--- config.mk ---
export PLATFORM = sky130hd
export DESIGN_NAME = page_frame_allocator_top
export DESIGN_NICKNAME = d
export VERILOG_FILES = /design/src/hdl/pfa_pkg.sv /design/src/hdl/page_frame_allocator_top.sv /design/src/hdl/pfa_ram.sv /design/src/hdl/pfa_datapath.sv /design/src/hdl/pfa_control.sv
export SDC_FILE = /design/constraint.sdc
export NUM_CORES = 2
export LEC_CHECK = 0
export ABC_AREA = 1
export BUFFER_PORTS_ARGS = -buffer_cell sky130_fd_sc_hd__buf_2
export CORE_ASPECT_RATIO = 0.5
export CORE_MARGIN = 2
export CORE_UTILIZATION = 40
export DETAILED_ROUTE_END_ITERATION = 10
export PLACE_DENSITY_LB_ADDON = 0.08
export SLEW_MARGIN = 5
export SYNTH_ARGS = -nofsm -noshare
export SYNTH_HDL_FRONTEND = slang
export SYNTH_HIERARCHICAL = 1
export SYNTH_SLANG_ARGS = --single-unit
--- constraint.sdc ---
create_clock -name clock -period 12.4 [get_ports clock]
set_input_delay 1.24 -clock clock [delete_from_list [all_inputs] [get_ports clock]]
set_output_delay 1.24 -clock clock [all_outputs]
set_load 0.01 [all_outputs]
--- src/hdl/pfa_pkg.sv ---
// Package for the page frame allocator: controller/datapath command and status
// structs, result codes, register indexes and the entry record layout.
// No dependencies.
package pfa_pkg;

   // Register indexes on the CSR write channel
   localparam logic [7:0] CFG_DIRECTORY_ID = 8'd0;
   localparam logic [7:0] CFG_BASE_ADDRESS = 8'd1;

   // Register reset values
   localparam logic [31:0] BASE_RESET = 32'h01E8_4800;

   // Request operations
   localparam logic FUNC_ALLOC = 1'b0;
   localparam logic FUNC_FREE  = 1'b1;

   // Result status codes
   localparam logic [1:0] STATUS_DONE = 2'd0;
   localparam logic [1:0] STATUS_MISS = 2'd1;
   localparam logic [1:0] STATUS_FULL = 2'd2;

   // Page commands
   localparam logic [1:0] PCMD_NONE  = 2'd0;
   localparam logic [1:0] PCMD_MAP   = 2'd1;
   localparam logic [1:0] PCMD_UNMAP = 2'd2;

   // Kind of result the controller asks the datapath to build
   localparam logic [1:0] KIND_MAP   = 2'd0;
   localparam logic [1:0] KIND_UNMAP = 2'd1;
   localparam logic [1:0] KIND_MISS  = 2'd2;
   localparam logic [1:0] KIND_FULL  = 2'd3;

   // One frame table record
   typedef struct packed {
      logic        live;
      logic [31:0] virt;
      logic [7:0]  space;
      logic [15:0] stamp;
   } entry_type;

   // Controller to datapath
   typedef struct packed {
      logic       load_req;      // latch request payload
      logic       stack_rd;      // pop: read top of free stack
      logic       take_stack;    // frame index from free stack read data
      logic       take_created;  // frame index from created count
      logic       alloc_write;   // write live record, advance stamp
      logic       scan_start;    // clear search state
      logic       scan_step;     // advance search by one entry
      logic       release_frame; // clear live bit, push on free stack
      logic       load_out;      // load result register
      logic [1:0] kind;
   } cmd_type;

   // Datapath to controller
   typedef struct packed {
      logic free_empty;
      logic table_full;
      logic stack_full;
      logic scan_done;
      logic found;
      logic out_free;
   } stat_type;

endpackage

--- src/hdl/page_frame_allocator_top.sv ---
// Top level of the page frame allocator: controller plus datapath.
// Uses pfa_pkg, pfa_control, pfa_datapath (and pfa_ram through it).
//
// One request is handled at a time. An allocate that creates a new frame goes
// from acceptance through S_ALLOC to S_FINISH; one that pops a freed frame from
// the free stack first passes S_POP for the stack memory read; on a full table
// it goes straight to S_FINISH. A free walks the frame table memory one
// entry per cycle through its single read port, then passes S_RELEASE (not on a
// miss) before S_FINISH, which waits until the result register is free. The
// next request is accepted in the cycle after the result is loaded, while that
// result may still wait on rsp_tready. No clearing pass follows reset: only
// frames below the created count are ever read, so the block is ready at once.
// CSR writes belong in idle periods; csr_ready is always high.
module page_frame_allocator_top
   import pfa_pkg::*;
#(
   parameter int NUM_FRAMES  = 64,
   parameter int FRAME_BYTES = 4096
) (
   input  logic        clock,
   input  logic        reset,
   // request stream
   input  logic        req_tvalid,
   output logic        req_tready,
   input  logic [39:0] req_tdata,   // virt_address[31:0], writable[32], user_mode[33], zero
   input  logic        req_tuser,   // func[0]
   // result stream
   output logic        rsp_tvalid,
   input  logic        rsp_tready,
   output logic [79:0] rsp_tdata,   // phys_address[31:0], map_virt_address[63:32],
                                    // map_writable[64], map_user[65], space_id[73:66], zero
   output logic [3:0]  rsp_tuser,   // status[1:0], page_command[3:2]
   // CSR write channel
   input  logic        csr_valid,
   output logic        csr_ready,
   input  logic [7:0]  csr_index,
   input  logic [31:0] csr_data
);

   cmd_type  cmd;
   stat_type stat;

   pfa_control u_control (
      .clock      (clock),
      .reset      (reset),
      .req_tvalid (req_tvalid),
      .req_tready (req_tready),
      .req_func   (req_tuser),
      .stat       (stat),
      .cmd        (cmd)
   );

   pfa_datapath #(
      .NUM_FRAMES  (NUM_FRAMES),
      .FRAME_BYTES (FRAME_BYTES)
   ) u_datapath (
      .clock            (clock),
      .reset            (reset),
      .csr_valid        (csr_valid),
      .csr_ready        (csr_ready),
      .csr_index        (csr_index),
      .csr_data         (csr_data),
      .req_virt_address (req_tdata[31:0]),
      .req_writable     (req_tdata[32]),
      .req_user_mode    (req_tdata[33]),
      .rsp_tvalid       (rsp_tvalid),
      .rsp_tready       (rsp_tready),
      .rsp_tdata        (rsp_tdata),
      .rsp_tuser        (rsp_tuser),
      .cmd              (cmd),
      .stat             (stat)
   );

endmodule

--- src/hdl/pfa_ram.sv ---
// Generic single-write, single-read RAM with registered read data.
// No dependencies.
module pfa_ram #(
   parameter int WIDTH = 8,
   parameter int DEPTH = 64
) (
   input  logic                     clock,
   input  logic                     wr_en,
   input  logic [$clog2(DEPTH)-1:0] wr_addr,
   input  logic [WIDTH-1:0]         wr_data,
   input  logic                     rd_en,
   input  logic [$clog2(DEPTH)-1:0] rd_addr,
   output logic [WIDTH-1:0]         rd_data
);

   logic [WIDTH-1:0] mem_ff [DEPTH];
   logic [WIDTH-1:0] rd_data_ff;

   // Write port
   always_ff @(posedge clock) begin
      if (wr_en) begin
         mem_ff[wr_addr] <= wr_data;
      end
   end

   // Registered read port
   always_ff @(posedge clock) begin
      if (rd_en) begin
         rd_data_ff <= mem_ff[rd_addr];
      end
   end

   assign rd_data = rd_data_ff;

endmodule

--- src/hdl/pfa_datapath.sv ---
// Datapath of the page frame allocator: CSRs, counters, frame table and free
// stack memories, sequential search and the result register. Uses pfa_pkg, pfa_ram.
module pfa_datapath
   import pfa_pkg::*;
#(
   parameter int NUM_FRAMES  = 64,
   parameter int FRAME_BYTES = 4096
) (
   input  logic        clock,
   input  logic        reset,
   // configuration
   input  logic        csr_valid,
   output logic        csr_ready,
   input  logic [7:0]  csr_index,
   input  logic [31:0] csr_data,
   // request payload
   input  logic [31:0] req_virt_address,
   input  logic        req_writable,
   input  logic        req_user_mode,
   // result channel
   output logic        rsp_tvalid,
   input  logic        rsp_tready,
   output logic [79:0] rsp_tdata,
   output logic [3:0]  rsp_tuser,
   // control
   input  cmd_type     cmd,
   output stat_type    stat
);

   localparam int IDX_W = $clog2(NUM_FRAMES);
   localparam int CNT_W = $clog2(NUM_FRAMES + 1);
   localparam logic [CNT_W-1:0] NUM_CNT   = CNT_W'(NUM_FRAMES);
   localparam logic [31:0]      FRAME_MUL = 32'(FRAME_BYTES);

   // Configuration registers
   logic [7:0]  dir_ff,  dir_in;
   logic [31:0] base_ff, base_in;

   // Counters
   logic [CNT_W-1:0] free_ff,    free_in;
   logic [CNT_W-1:0] created_ff, created_in;
   logic [15:0]      stamp_ff,   stamp_in;

   // Request payload and working frame index
   logic [31:0]      va_ff;
   logic             wr_ff, us_ff;
   logic [IDX_W-1:0] idx_ff;

   // Search state
   logic [CNT_W-1:0] scan_addr_ff, scan_addr_in;
   logic             rd_valid_ff,  rd_valid_in;
   logic [IDX_W-1:0] rd_idx_ff;
   logic             found_ff,     found_in;
   logic [IDX_W-1:0] best_ff,      best_in;
   logic [15:0]      best_age_ff,  best_age_in;

   // Result register
   logic        out_valid_ff, out_valid_in;
   logic [1:0]  out_status_ff, out_pcmd_ff;
   logic [31:0] out_phys_ff, out_virt_ff;
   logic        out_w_ff, out_u_ff;
   logic [7:0]  out_space_ff;

   // Memory ports
   entry_type        ent_wdata, ent_rdata;
   logic             ent_we;
   logic [IDX_W-1:0] ent_waddr;
   logic             scan_issue;
   logic             stk_we;
   logic [IDX_W-1:0] stk_waddr, stk_raddr, stk_rdata;

   logic        match;
   logic [15:0] age;
   logic [31:0] phys;

   pfa_ram #(.WIDTH($bits(entry_type)), .DEPTH(NUM_FRAMES)) u_entry_ram (
      .clock   (clock),
      .wr_en   (ent_we),
      .wr_addr (ent_waddr),
      .wr_data (ent_wdata),
      .rd_en   (scan_issue),
      .rd_addr (scan_addr_ff[IDX_W-1:0]),
      .rd_data (ent_rdata)
   );

   pfa_ram #(.WIDTH(IDX_W), .DEPTH(NUM_FRAMES)) u_stack_ram (
      .clock   (clock),
      .wr_en   (stk_we),
      .wr_addr (stk_waddr),
      .wr_data (best_ff),
      .rd_en   (cmd.stack_rd),
      .rd_addr (stk_raddr),
      .rd_data (stk_rdata)
   );

   assign csr_ready = 1'b1;

   // Decode CSR writes; unknown indexes are dropped
   always_comb begin
      dir_in  = dir_ff;
      base_in = base_ff;
      if (csr_valid && csr_ready) begin
         case (csr_index)
            CFG_DIRECTORY_ID: dir_in  = csr_data[7:0];
            CFG_BASE_ADDRESS: base_in = csr_data;
            default: ;
         endcase
      end
   end

   // Frame table writes: live record on allocate, cleared live bit on release
   always_comb begin
      ent_we    = cmd.alloc_write || cmd.release_frame;
      ent_waddr = cmd.release_frame ? best_ff : idx_ff;
      ent_wdata.live  = cmd.alloc_write;
      ent_wdata.virt  = va_ff;
      ent_wdata.space = dir_ff;
      ent_wdata.stamp = stamp_ff;
   end

   // Free stack: push at free count, pop reads the entry below it
   assign stk_we    = cmd.release_frame;
   assign stk_waddr = free_ff[IDX_W-1:0];
   assign stk_raddr = IDX_W'(free_ff - CNT_W'(1));

   // Counters
   always_comb begin
      free_in    = free_ff;
      created_in = created_ff;
      stamp_in   = stamp_ff;
      if (cmd.stack_rd) begin
         free_in = free_ff - CNT_W'(1);
      end else if (cmd.release_frame) begin
         free_in = free_ff + CNT_W'(1);
      end
      if (cmd.take_created) begin
         created_in = created_ff + CNT_W'(1);
      end
      if (cmd.alloc_write) begin
         stamp_in = stamp_ff + 16'd1;
      end
   end

   // Search one entry per cycle over all created frames
   assign scan_issue = cmd.scan_step && (scan_addr_ff != created_ff);
   assign match = rd_valid_ff && ent_rdata.live && (ent_rdata.virt == va_ff)
                  && (ent_rdata.space == dir_ff);
   assign age   = stamp_ff - 16'd1 - ent_rdata.stamp;

   always_comb begin
      scan_addr_in = scan_addr_ff;
      rd_valid_in  = 1'b0;
      found_in     = found_ff;
      best_in      = best_ff;
      best_age_in  = best_age_ff;
      if (cmd.scan_start) begin
         scan_addr_in = '0;
         found_in     = 1'b0;
      end else if (cmd.scan_step) begin
         rd_valid_in = scan_issue;
         if (scan_issue) begin
            scan_addr_in = scan_addr_ff + CNT_W'(1);
         end
         // Strict compare keeps the lowest index on equal age
         if (match && (!found_ff || (age < best_age_ff))) begin
            found_in    = 1'b1;
            best_in     = rd_idx_ff;
            best_age_in = age;
         end
      end
   end

   // Physical address of the working frame
   assign phys = base_ff + 32'({{(32-IDX_W){1'b0}}, idx_ff} * FRAME_MUL);

   // Result register: load on command, drop when taken
   assign out_valid_in = cmd.load_out || (out_valid_ff && !rsp_tready);

   always_ff @(posedge clock) begin
      if (reset) begin
         dir_ff       <= '0;
         base_ff      <= BASE_RESET;
         free_ff      <= '0;
         created_ff   <= '0;
         stamp_ff     <= '0;
         scan_addr_ff <= '0;
         rd_valid_ff  <= 1'b0;
         found_ff     <= 1'b0;
         out_valid_ff <= 1'b0;
      end else begin
         dir_ff       <= dir_in;
         base_ff      <= base_in;
         free_ff      <= free_in;
         created_ff   <= created_in;
         stamp_ff     <= stamp_in;
         scan_addr_ff <= scan_addr_in;
         rd_valid_ff  <= rd_valid_in;
         found_ff     <= found_in;
         out_valid_ff <= out_valid_in;
      end
   end

   // Payload registers
   always_ff @(posedge clock) begin
      best_ff     <= best_in;
      best_age_ff <= best_age_in;
      rd_idx_ff   <= scan_addr_ff[IDX_W-1:0];
      if (cmd.load_req) begin
         va_ff <= req_virt_address;
         wr_ff <= req_writable;
         us_ff <= req_user_mode;
      end
      if (cmd.take_stack) begin
         idx_ff <= stk_rdata;
      end else if (cmd.take_created) begin
         idx_ff <= created_ff[IDX_W-1:0];
      end else if (cmd.release_frame) begin
         idx_ff <= best_ff;
      end
      if (cmd.load_out) begin
         out_status_ff <= STATUS_DONE;
         out_pcmd_ff   <= PCMD_NONE;
         out_phys_ff   <= '0;
         out_virt_ff   <= '0;
         out_w_ff      <= 1'b0;
         out_u_ff      <= 1'b0;
         out_space_ff  <= '0;
         case (cmd.kind)
            KIND_MAP: begin
               out_pcmd_ff  <= PCMD_MAP;
               out_phys_ff  <= phys;
               out_virt_ff  <= va_ff;
               out_w_ff     <= wr_ff;
               out_u_ff     <= us_ff;
               out_space_ff <= dir_ff;
            end
            KIND_UNMAP: begin
               out_pcmd_ff  <= PCMD_UNMAP;
               out_phys_ff  <= phys;
               out_virt_ff  <= va_ff;
               out_space_ff <= dir_ff;
            end
            KIND_MISS: out_status_ff <= STATUS_MISS;
            default:   out_status_ff <= STATUS_FULL;
         endcase
      end
   end

   // Status to the controller
   always_comb begin
      stat.free_empty = (free_ff == '0);
      stat.table_full = (created_ff == NUM_CNT);
      stat.stack_full = (free_ff == NUM_CNT);
      stat.scan_done  = (scan_addr_ff == created_ff) && !rd_valid_ff;
      stat.found      = found_ff;
      stat.out_free   = !out_valid_ff || rsp_tready;
   end

   assign rsp_tvalid = out_valid_ff;
   assign rsp_tdata  = {6'd0, out_space_ff, out_u_ff, out_w_ff, out_virt_ff, out_phys_ff};
   assign rsp_tuser  = {out_pcmd_ff, out_status_ff};

endmodule

--- src/hdl/pfa_control.sv ---
// Controller of the page frame allocator: sequences allocate and free
// transactions and drives the datapath commands. Uses pfa_pkg.
module pfa_control
   import pfa_pkg::*;
(
   input  logic     clock,
   input  logic     reset,
   input  logic     req_tvalid,
   output logic     req_tready,
   input  logic     req_func,
   input  stat_type stat,
   output cmd_type  cmd
);

   localparam logic [2:0] S_IDLE    = 3'd0;
   localparam logic [2:0] S_POP     = 3'd1;
   localparam logic [2:0] S_ALLOC   = 3'd2;
   localparam logic [2:0] S_SCAN    = 3'd3;
   localparam logic [2:0] S_RELEASE = 3'd4;
   localparam logic [2:0] S_FINISH  = 3'd5;

   logic [2:0] state_ff, state_in;
   logic [1:0] kind_ff,  kind_in;
   logic       accept;

   assign req_tready = (state_ff == S_IDLE);
   assign accept     = req_tvalid && req_tready;

   // Next state and commands
   always_comb begin
      state_in = state_ff;
      kind_in  = kind_ff;
      cmd      = '0;
      cmd.kind = kind_ff;
      case (state_ff)
         S_IDLE: begin
            if (accept) begin
               cmd.load_req = 1'b1;
               if (req_func == FUNC_FREE) begin
                  cmd.scan_start = 1'b1;
                  state_in       = S_SCAN;
               end else if (!stat.free_empty) begin
                  cmd.stack_rd = 1'b1;
                  state_in     = S_POP;
               end else if (!stat.table_full) begin
                  cmd.take_created = 1'b1;
                  state_in         = S_ALLOC;
               end else begin
                  kind_in  = KIND_FULL;
                  state_in = S_FINISH;
               end
            end
         end
         S_POP: begin
            cmd.take_stack = 1'b1;
            state_in       = S_ALLOC;
         end
         S_ALLOC: begin
            cmd.alloc_write = 1'b1;
            kind_in         = KIND_MAP;
            state_in        = S_FINISH;
         end
         S_SCAN: begin
            cmd.scan_step = 1'b1;
            if (stat.scan_done) begin
               if (stat.found && !stat.stack_full) begin
                  state_in = S_RELEASE;
               end else begin
                  kind_in  = KIND_MISS;
                  state_in = S_FINISH;
               end
            end
         end
         S_RELEASE: begin
            cmd.release_frame = 1'b1;
            kind_in           = KIND_UNMAP;
            state_in          = S_FINISH;
         end
         S_FINISH: begin
            // Hold until the result register can take the result
            if (stat.out_free) begin
               cmd.load_out = 1'b1;
               state_in     = S_IDLE;
            end
         end
         default: state_in = S_IDLE;
      endcase
   end

   always_ff @(posedge clock) begin
      if (reset) begin
         state_ff <= S_IDLE;
         kind_ff  <= KIND_MAP;
      end else begin
         state_ff <= state_in;
         kind_ff  <= kind_in;
      end
   end

endmodule
; ---- Yosys cells after proc, flatten, opt, wreduce, memory -nomap -nowiden
; Memory sizes are Yosys's and may differ from the RTL's. A register that Yosys moved wholly into a read port is not among the register bits.
; Cells that the tools add are included.
[op_classes]
muxes = 44
bitwise_logic = 2
n_lt_le_gt_ge = 1
addsub = 8
reduce_logical = 35
n_eq_ne = 21
[op_table]
columns = cell, n
row1 = 32-bit by 18-bit adder with 32-bit output, 1
row2 = 32-bit == test, 1
row3 = "7-bit by 1-bit adder with 7-bit output, second input constant", 3
row4 = 1-bit two-way mux, 21
row5 = 3-bit two-way mux, 6
row6 = 6-bit two-way mux, 3
row7 = "16-bit by 1-bit adder with 16-bit output, second input constant", 1
row8 = 16-bit less-than comparator, 1
row9 = 2-bit two-way mux, 8
row10 = "16-bit by 1-bit subtractor with 16-bit output, second input constant", 1
row11 = 16-bit subtractor, 1
row12 = 3-bit case mux with 5 select lines, 1
row13 = "7-bit == test, second input constant", 2
row14 = 7-bit two-way mux, 2
row15 = "2-bit inequality test, second input constant", 7
row16 = 1-bit logical AND, 9
row17 = "8-bit by 1-bit == test with 1-bit output, second input constant", 1
row18 = 8-bit == test, 1
row19 = 8-bit zero test, 1
row20 = 2-bit case mux with 2 select lines, 2
row21 = 2-bit case mux with 4 select lines, 1
row22 = 2-bit AND reduction, 4
row23 = 7-bit == test, 1
row24 = 7-bit zero test, 1
row25 = 18 further kinds, 31
[word_totals]
ramBits = 4032
output_inout_bits = 87
reg_bits = 231
input_bits = 86
n_memories = 2
[mem_list]
columns = memory, depth, width, read_ports, rd_clocked_by_memory_dff, wr, line
row1 = u_datapath.u_entry_ram.mem_ff, 64, 57, 1, 1, 1, pfa_ram.sv:16  ; logic [WIDTH-1:0] mem_ff [DEPTH];
row2 = u_datapath.u_stack_ram.mem_ff, 64, 6, 1, 1, 1, pfa_ram.sv:16

; ---- Depth between registers and ports, before layout
[logic_depth]
depth_word = 8
depth_mapped = 18

; ---- By module
; The synthesis kept the hierarchy.
[by_module_without_submodules]
columns = mod, cells_each, n_inst, area_per_inst_um2, seq_area_each_um2
row1 = pfa_ram at u_datapath.u_entry_ram, 11981, 1, 147976.9, 111256.7
row2 = pfa_ram at u_datapath.u_stack_ram, 1376, 1, 15990.3, 11711.2
row3 = pfa_datapath, 1296, 1, 11182.0, 5865.6
row4 = pfa_control, 82, 1, 436.7, 100.1

; ---- Least setup slack after synthesis
; Ideal clock, no wire load.
[synth_path]
path_type = reg2reg
from = reg u_control.state_ff[2]
to = mem u_datapath/u_entry_ram/mem_ff[48][0] (netlist name), enable pin
t_required_ns = 11.785
path_slack_ns = 3.192
period_less_slack_ns = 9.208
arrival_time_ns = 8.593
stages_incl_launch_ff = 10
path_cell_list = dfxtp_1 inv_2 nand2_2 nor2_1 buf_2 inv_1 nand2_1 clkbuf_1 nand4_1 nor4_1
[synth_lines]
columns = item, line
row1 = "start, declared", pfa_control.sv:22  ; logic [2:0] state_ff, state_in;
row2 = "start signal, assigned", pfa_control.sv:95  ; state_ff <= state_in;
row3 = "end, declared", pfa_ram.sv:16

==> impl_metrics.tcl <==
set metrics [dict create \
    max_cap_violations 0 \
    clk_pin_slew_ns 0.07 \
    status "completed" \
    wl_um 602000 \
    synth.distinct_cells 51 \
    grt_antenna_before_repair 27 \
    area_delta_synth_final_pct 11.3 \
    wl_per_cell_um 28.9 \
    antenna_left 0 \
    yosys.area_share.simple_pct 22.0 \
    ff2ff_setup_slack_ns 6.59 \
    grt_pass1_vias 109407 \
    synth_edf_count 4229 \
    p_int_mw 24.7 \
    finalWorstSetupSlack_ns 6.59 \
    cp-start-kind "flip-flop" \
    rsz0062_at_grt "no" \
    setup_viol 0 \
    fin_crit_ns 5.81 \
    leakage_nw 68.8 \
    post-route-period-util_pct 46.9 \
    synthMuxAreaShare_pct 0 \
    post-dp-hpwl_um 316000 \
    synth_xor_area_share_pct 0.289 \
    clockRootBuffer "clkbuf_16" \
    avgSynthCellArea_um2 11.9 \
    die_w_um 941 \
    finalHoldViolations 0 \
    seqCellArea_um2 129000 \
    fin_hold_ws_ns 0.403 \
    path_class "reg2reg" \
    end_kind "flip-flop" \
    layout_commonest_cell "nand2_1" \
    grt_usage_pct 26.4 \
    synth-compound-area-share_pct 0.611 \
    die_area_um2 445000 \
    r2r_start "u_control/state_ff[2]$_SDFFE_PP0P_" \
    place_area_um2 182000 \
    fillers 39919 \
    insertion_delay_ns 0.98 \
    cp_max_fo 26 \
    die_h_um 472 \
    critical_path_arrival_ns 6.35 \
    vias 117393 \
    mostFrequentLayoutCells "4767 x nand2_1, 4229 x edfxtp_1, 3810 x nand3_1, 414 x clkbuf_16, 330 x buf_4" \
    pin_count 173 \
    switching_share_pct 27.2 \
    dpl_worst_slack_ns 6.70 \
    r2r_cells 11 \
    grt.overflow.total 0 \
    clockBufferDepth 4 \
    setup-tns-final_ns 0 \
    grt_max_degree 175 \
    fin_cells 20870 \
    grt_pass1_wl_um 845000 \
    hp-class "reg2reg" \
    cts_resized 0 \
    final_cell_area_um2 195000 \
    final_nets 14872 \
    drc 0 \
    worstMarginPinSlew_ns 1.36 \
    slew_headroom_pct 9.60 \
    port_buffers 159 \
    pwr-share-seq_pct 50.0 \
    syn-instance-count 14735 \
    drt-initial-drc-count 13793 \
    clkSinkCount 4326 \
    placed_cells 20127 \
    pwr-share-comb_pct 12.6 \
    synth_top_family_by_area "simple AND/OR/NAND/NOR gates" \
    htreeDepth 5 \
    coreArea_um2 436000 \
    ys_seq_area_share_pct 73.4 \
    synth_adder_area_share_pct 0.329 \
    gp_congestion 0.812 \
    async_reset_ff_share_pct 0 \
    hold_path_depth 0 \
    total_power_mw 33.9 \
    cts_tree "yes" \
    power_frac_clock_pct 37.4 \
    critPathRequiredTime_ns 12.94 \
    clock.fmax_mhz 172 \
    drive_above_1_share_pct 8.16 \
    drt_pre_antenna_iters 6 \
    ys_warn_count 6 \
    vias_per_cell 5.62 \
    synth_flop_cell "edfxtp_1" \
    numCtsBuffers 407 \
    rows 171 \
    multi_input_area_um2 41400 \
    synth-seq-cells 4326 \
    cts.hold.buffers_added 0 \
    switchingPower_mw 9.21 \
    rr_endpoint "u_datapath/u_entry_ram/mem_ff[20][42]$_DFFE_PP_" \
    whs_endpoint "u_datapath/best_ff[2]$_DFFE_PP_" \
    fin_util_pct 44.8 \
    synth.cell_area_um2 176000 \
    power.density_nw_per_um2 173 \
    ir_drop_mv 0.158 \
    hp-start "u_datapath/rd_idx_ff[2]$_DFF_P_" \
    finClkSkew_ns 0.0912 \
    cts_setup_buffers 0 \
    start_util_pct 40.3 \
    drv_slew 0 \
]
[worst max-delay path, stage by stage (launching register included)]
cell and delay, ns:
dfxtp_1 0.49, inv_2 0.12, nor2_1 0.15, buf_4 0.28, inv_1 0.28, nand2_1 0.13, nand2_1 0.29, inv_1 0.22
nand3_1 0.65, nor2_4 1.15, buf_4 0.69, buf_4 0.67
[flip-flops by register name, indices dropped and copies added (netlist names), 8 cells and up]
signal,flops
u_datapath/out_space_ff,8
u_datapath/stamp_ff,16
u_datapath/out_phys_ff,32
u_datapath/out_virt_ff,32
u_datapath/u_entry_ram/rd_data,57
u_datapath/base_ff,32
u_datapath/va_ff,32
u_datapath/u_entry_ram/mem_ff,3648
u_datapath/dir_ff,8
u_datapath/best_age_ff,16
u_datapath/u_stack_ram/mem_ff,384
[Yosys cell counts (2+ instances only)]
cell type | number | area [um2]
nand2_1 | 4767 | 17900
edfxtp_1 | 4229 | 127000
nand3_1 | 3810 | 19100
buf_2 | 452 | 2260
nor2_1 | 302 | 1130
inv_1 | 209 | 785
clkbuf_1 | 195 | 732
buf_4 | 147 | 1100
a21oi_1 | 109 | 546
dfxtp_1 | 97 | 1940
buf_1 | 74 | 278
o21ai_0 | 70 | 350
buf_6 | 51 | 574
ha_1 | 43 | 538
xnor2_1 | 33 | 289
nand4_1 | 26 | 163
xor2_1 | 25 | 219
nor3_1 | 18 | 90.1
nor4_1 | 16 | 100
inv_2 | 6 | 22.5
nand2_2 | 5 | 31.3
a31oi_1 | 4 | 25.0
o21a_1 | 4 | 30.0
a21oi_2 | 3 | 26.3
buf_8 | 3 | 45.0
nand2b_1 | 3 | 18.8
nor2_2 | 3 | 18.8
clkinv_1 | 2 | 7.51
conb_1 | 2 | 7.51
fa_1 | 2 | 40.0
nand2_4 | 2 | 22.5
nor3b_1 | 2 | 15.0
o21bai_1 | 2 | 15.0
o31ai_1 | 2 | 15.0
[worst max path at each step]
stage	slack (ns)	end	startpoint
5_1_grt	6.42	u_datapath/u_entry_ram/mem_ff[56][37]$_DFFE_PP_	u_control/state_ff[2]$_SDFFE_PP0P_
2_1_floorplan	3.19	u_datapath/u_entry_ram/mem_ff[48][0]$_DFFE_PP_	u_control/state_ff[2]$_SDFFE_PP0P_
3_5_place_dp	6.70	u_datapath/u_entry_ram/mem_ff[56][36]$_DFFE_PP_	u_control/state_ff[2]$_SDFFE_PP0P_
3_3_place_gp	6.71	u_datapath/u_entry_ram/mem_ff[56][33]$_DFFE_PP_	u_control/state_ff[2]$_SDFFE_PP0P_
6_report	6.59	u_datapath/u_entry_ram/mem_ff[20][42]$_DFFE_PP_	u_control/state_ff[2]$_SDFFE_PP0P_
4_1_cts	6.62	u_datapath/u_entry_ram/mem_ff[56][47]$_DFFE_PP_	u_control/state_ff[2]$_SDFFE_PP0P_
[cell type report]
type | count | share of cell area [%]
Sequential cell | 4326 | 66.0
Multi-Input combinational cell | 9272 | 21.2
Clock buffer | 493 | 5.50
Tap cell | 5795 | 3.71
Timing Repair Buffer | 516 | 1.95
Clock inverter | 245 | 1.18
Inverter | 218 | 0.448
Antenna cell | 5 | 0.00641
[power by group through the flow]
stage | Clock (mW) | Sequential, mW | Combinational, mW
3_5_place_dp | 0 | 17.3 | 4.26
6_report | 12.7 | 16.9 | 4.26
2_1_floorplan | 0 | 17.4 | 2.23
4_1_cts | 12.9 | 16.9 | 4.27
5_1_grt | 13.4 | 17.0 | 4.62
3_3_place_gp | 0 | 17.3 | 4.25
[logic make-up (layout without fill, tap and decap cells)]
family                   count (synthesis)  count (layout)
AO/OA/AOI/OAI                          201             201
buffers and inverters                 1142            1472
AND/OR/NAND/NOR                       8961            8961
flip-flops                            4326            4326
other                                    2              12
adder cells (fa/ha/maj)                 45              45
XOR/XNOR                                58              58
[metal layers]
metal  up-vias  wire (um)  GRT usage [%]
met5         -          8              0
met4         2      18000           6.95
met3       798      44700           3.62
met2      4647     266000           40.3
met1     59828     273000           39.8
li1      52118          -              -
No activity file was read; power rests on OpenSTA's default activity.
